**src/hw/rtl/kda_pkg.sv**
```systemverilog
// package with shared types and constants for the key debounce block
package kda_pkg;

    localparam int NUM_KEYS_DEF = 11;

    localparam int RAW_W  = NUM_KEYS_DEF;
    localparam int KEY_W  = 4;
    localparam int DEB_W  = 8;
    localparam int DLY_W  = 10;
    localparam int INT_W  = 8;
    localparam int MASK_W = NUM_KEYS_DEF;
    localparam int CFG_W  = (MASK_W > DLY_W) ? MASK_W : DLY_W;
    localparam int CIDX_W = 2;

    localparam int CHG_W  = 9;
    localparam int AGE_W  = 11;
    localparam int SEND_W = 9;

    localparam logic [DEB_W-1:0]  DEBOUNCE_RST = DEB_W'(40);
    localparam logic [DLY_W-1:0]  DELAY_RST    = DLY_W'(300);
    localparam logic [INT_W-1:0]  INTERVAL_RST = INT_W'(30);
    localparam logic [MASK_W-1:0] MASK_RST     = MASK_W'(15);

    typedef enum logic [CIDX_W-1:0] {
        REG_DEBOUNCE = 2'd0,
        REG_DELAY    = 2'd1,
        REG_INTERVAL = 2'd2,
        REG_MASK     = 2'd3
    } t_reg_idx;

    typedef struct packed {
        logic [DEB_W-1:0] debounce_ms;
        logic [DLY_W-1:0] initial_delay_ms;
        logic [INT_W-1:0] repeat_interval_ms;
    } t_cfg;

    typedef struct packed {
        logic              stable;
        logic              prev;
        logic [CHG_W-1:0]  since_change;
        logic [AGE_W-1:0]  press_age;
        logic [SEND_W-1:0] since_send;
        logic              sent;
    } t_key_state;

    localparam t_key_state KEY_RST = '{
        stable: 1'b1, prev: 1'b1, since_change: '0,
        press_age: '0, since_send: '0, sent: 1'b0
    };

    typedef struct packed {
        logic             push;
        logic             flush;
        logic [KEY_W-1:0] key;
        logic             rep;
    } t_eb_ctl;

endpackage

```
**src/hw/rtl/kda_key_update.sv**
```systemverilog
// shared per-key update unit: timers, debounce and emission decision
module kda_key_update
    import kda_pkg::*;
(
    input  t_key_state i_state,
    input  logic       i_raw,
    input  logic       i_rep_key,
    input  t_cfg       i_cfg,
    output t_key_state o_state,
    output logic       o_emit,
    output logic       o_is_repeat
);

    t_key_state s;

    always_comb begin
        s = i_state;
        o_emit = 1'b0;
        o_is_repeat = 1'b0;

        if (s.press_age != {AGE_W{1'b1}}) begin
            s.press_age = s.press_age + AGE_W'(1);
        end
        if (s.since_send != {SEND_W{1'b1}}) begin
            s.since_send = s.since_send + SEND_W'(1);
        end

        if (i_raw != s.prev) begin
            s.prev = i_raw;
            s.since_change = '0;
        end else if (s.since_change != {CHG_W{1'b1}}) begin
            s.since_change = s.since_change + CHG_W'(1);
        end

        if ((s.since_change > CHG_W'(i_cfg.debounce_ms)) && (i_raw != s.stable)) begin
            s.stable = i_raw;
            if (!i_raw) begin
                s.sent = 1'b0;
                s.press_age = '0;
                s.since_send = '0;
            end
        end

        if (!s.stable) begin
            if (!s.sent) begin
                s.sent = 1'b1;
                s.since_send = '0;
                o_emit = 1'b1;
            end else if (i_rep_key
                         && (s.press_age >= AGE_W'(i_cfg.initial_delay_ms))
                         && (s.since_send >= SEND_W'(i_cfg.repeat_interval_ms))) begin
                s.since_send = '0;
                o_emit = 1'b1;
                o_is_repeat = 1'b1;
            end
        end

        o_state = s;
    end

endmodule

```
**config.mk**
```make
export PLATFORM = sky130hd
export DESIGN_NAME = kda_key_update
export DESIGN_NICKNAME = d
export VERILOG_FILES = /design/src/hw/rtl/kda_pkg.sv /design/src/hw/rtl/kda_key_update.sv
export SDC_FILE = /design/constraint.sdc
export NUM_CORES = 1
export LEC_CHECK = 0
export BUFFER_PORTS_ARGS = -buffer_cell sky130_fd_sc_hd__buf_4
export CAP_MARGIN = 30
export CORE_ASPECT_RATIO = 1.4
export CORE_MARGIN = 8
export CORE_UTILIZATION = 45
export DETAILED_ROUTE_END_ITERATION = 6
export PLACE_DENSITY = 0.83
export SYNTH_ARGS = -nofsm -noshare
export SYNTH_HDL_FRONTEND = slang
export SYNTH_SLANG_ARGS = --single-unit
```
**constraint.sdc**
```tcl
create_clock -name vclk -period 15.1
set_input_delay 3.02 -clock vclk [all_inputs]
set_output_delay 3.02 -clock vclk [all_outputs]
set_load 0.01 [all_outputs]
```
==> out/qor.yml <==
synthesis:
  yosysWarnings: 0
  syn_nets: 331
  synthMuxAreaShare_pct: 1.78
  synth_compound_area_share_pct: 27.4
  syn_inst: 240
  synth_top_family_by_area: "simple AND/OR/NAND/NOR gates"
  synth-xor-area-share_pct: 8.96
  synthSimpleGateAreaFrac_pct: 30.2
  synth_cell_type_count: 59
  synthAdderAreaFrac_pct: 22.0
  synth_area_sq_um: 1760
  syn_avg_cell_area_sq_um: 7.34
  ys_seq_area_share_pct: 0
finish:
  area.growth.synth_to_final_pct: 40.5
  final_cell_area_sq_um: 2470
  drive_above_1_share_pct: 36.8
  fillCellCount: 373
  clkbuf_count: 0
  final_common_cell: "buf_4"
  diodes: 0
  nets: 422
  final_cell_mix: "95 x buf_4, 31 x ha_1, 30 x inv_1, 27 x nand2_1, 12 x and2_1"
  stdcell_count: 372
  design.seq.count: 0
  regArea_sq_um: 0
power_and_ir_drop:
  power_w: 0.0000945
  peakVddDrop_mv: 0.0311
  p_per_area_nw_per_um2: 38.2
  p_leak_nw: 1.30
die:
  core_sq_um: 3850
  die_h_um: 90.0
  initial_utilization_pct: 45.7
  die_w_um: 68.9
  rows: 27
  pin_count: 94
  die_area_sq_um: 6200
place:
  placed_cells: 372
  gp_congestion: 0.841
  dpl_cell_area_sq_um: 2470
  portBuffers: 94
  hpwl_mm: 4.86
  dp_slack_ps: 4600
global_route:
  gr-max-usage-layer: "met2"
  grt_antenna_before_repair: 0
  track_usage_pct: 16.7
  grt.overflow.total: 0
  met2_usage_pct: 32.8
  first_global_vias: 2097
  grt_max_degree: 21
  grtUsageMet1_pct: 17.1
  grt_pass1_wl_mm: 8.78
  grt.met3_usage_pct: 2.11
detailed_routing:
  vias_per_cell: 5.47
  drc: 0
  wl_per_cell_um: 14.4
  via_count: 2033
  ant_nets: 0
  dr.pass1.iters: 4
  wl_mm: 5.36
  drtIter0Drc: 146
setup_path:
  worstPathRequired_ps: 12080
  worstPathMaxFanout: 10
  arrival_ps: 7500
  endpoint_kind: "primary output"
  cp-start-kind: "primary input"
  critical_path_class: "primary input to primary output"
sta:
  tightest_slew_ps: 388
  finalSetupViolations: 0
  setup_tns_ps: 0
  timing.final.crit_share_pct: 69.6
  report.final.slew_viol_count: 0
  post-route-min-period_ps: 10520
  finalHoldViolations: 0
  fin_ws_ps: 4590
  max_freq_mhz: 95.1
  rsz0062_at_grt: "no"
  slew_headroom_pct: 74.2
clocking:
  hold_buffers: 0
  post_cts_resized: 0
  postCtsSetupBuffers: 0
hold_path:
  hp-class: "primary input to primary output"
run_status:
  outcome: "complete, no violations"
run:
  drv_cap: 0
==> kinds of logic after synthesis <==
logic type	Yosys count
xor+xnor	18
compound gates	60
fa+ha+maj	31
buf+inv	37
simple gates	91
mux	3
==> cell usage after synthesis, types with 7 or more instances <==
| master | number | area share [%] |
|---|---|---|
| xnor2_1 | 7 | 3.5 |
| ha_1 | 31 | 22 |
| nand2_1 | 27 | 5.8 |
| nand4_1 | 7 | 2.5 |
| o21ai_1 | 10 | 2.8 |
| nand3_1 | 7 | 2.0 |
| and2_1 | 12 | 4.3 |
| inv_1 | 30 | 6.4 |
| nor2_1 | 10 | 2.1 |
| o31ai_1 | 8 | 3.4 |
| a21oi_1 | 11 | 3.1 |
| xor2_1 | 11 | 5.5 |
==> worst max-delay path, cell delays in order <==
cell and delay, ps:
buf_4 100, ha_1 180, nand2_1 110, nor3_4 270, nor2_1 100, and4_1 220, xor2_1 130, and2_1 170
ha_1 320, a211oi_2 240, o221ai_2 130, o21ai_2 240, nand2_1 80, nand2_1 190, and2_1 160, ha_1 240
a21o_1 200, a2111oi_2 360, o21ai_1 140, a32oi_2 290, a21oi_4 100, o31ai_1 320, buf_4 180
==> power breakdown <==
part / internal (W) / total (W) / switching (W)
Combinational: 0.0000468 / 0.0000945 / 0.0000477
Clock: 0 / 0 / 0
Sequential: 0 / 0 / 0
==> area by class of cell <==
cell class                 instances  area, sq um  share of cell area, %
multi-input combinational        203         1590                   64.3
inverter                          31          116                   4.70
timing repair buffer              95          713                   28.8
tap                               43         53.8                   2.18
==> per-layer routing <==
layer / part of all wire [%] / routed length [um]
met4: 2.1 / 111
met2: 56 / 2980
met1: 35 / 1880
met3: 7.3 / 391
met5: 0 / 0
==> final timing paths <==
kind	start	endpoint	slack (ps)	depth (start not counted)
setup / recovery	i_state[21]	o_state[1]	4590	23
hold / removal	i_state[29]	o_state[29]	6420	4
==> stage by stage <==
stage          util (%)  hold WS, ps
5_1_grt            64.2         6440
2_1_floorplan         -         6200
4_1_cts            64.2         6430
3_5_place_dp       64.2         6430
6_report           64.2         6420
3_3_place_gp       64.2         6420
No activity file was read; power rests on OpenSTA's default activity.
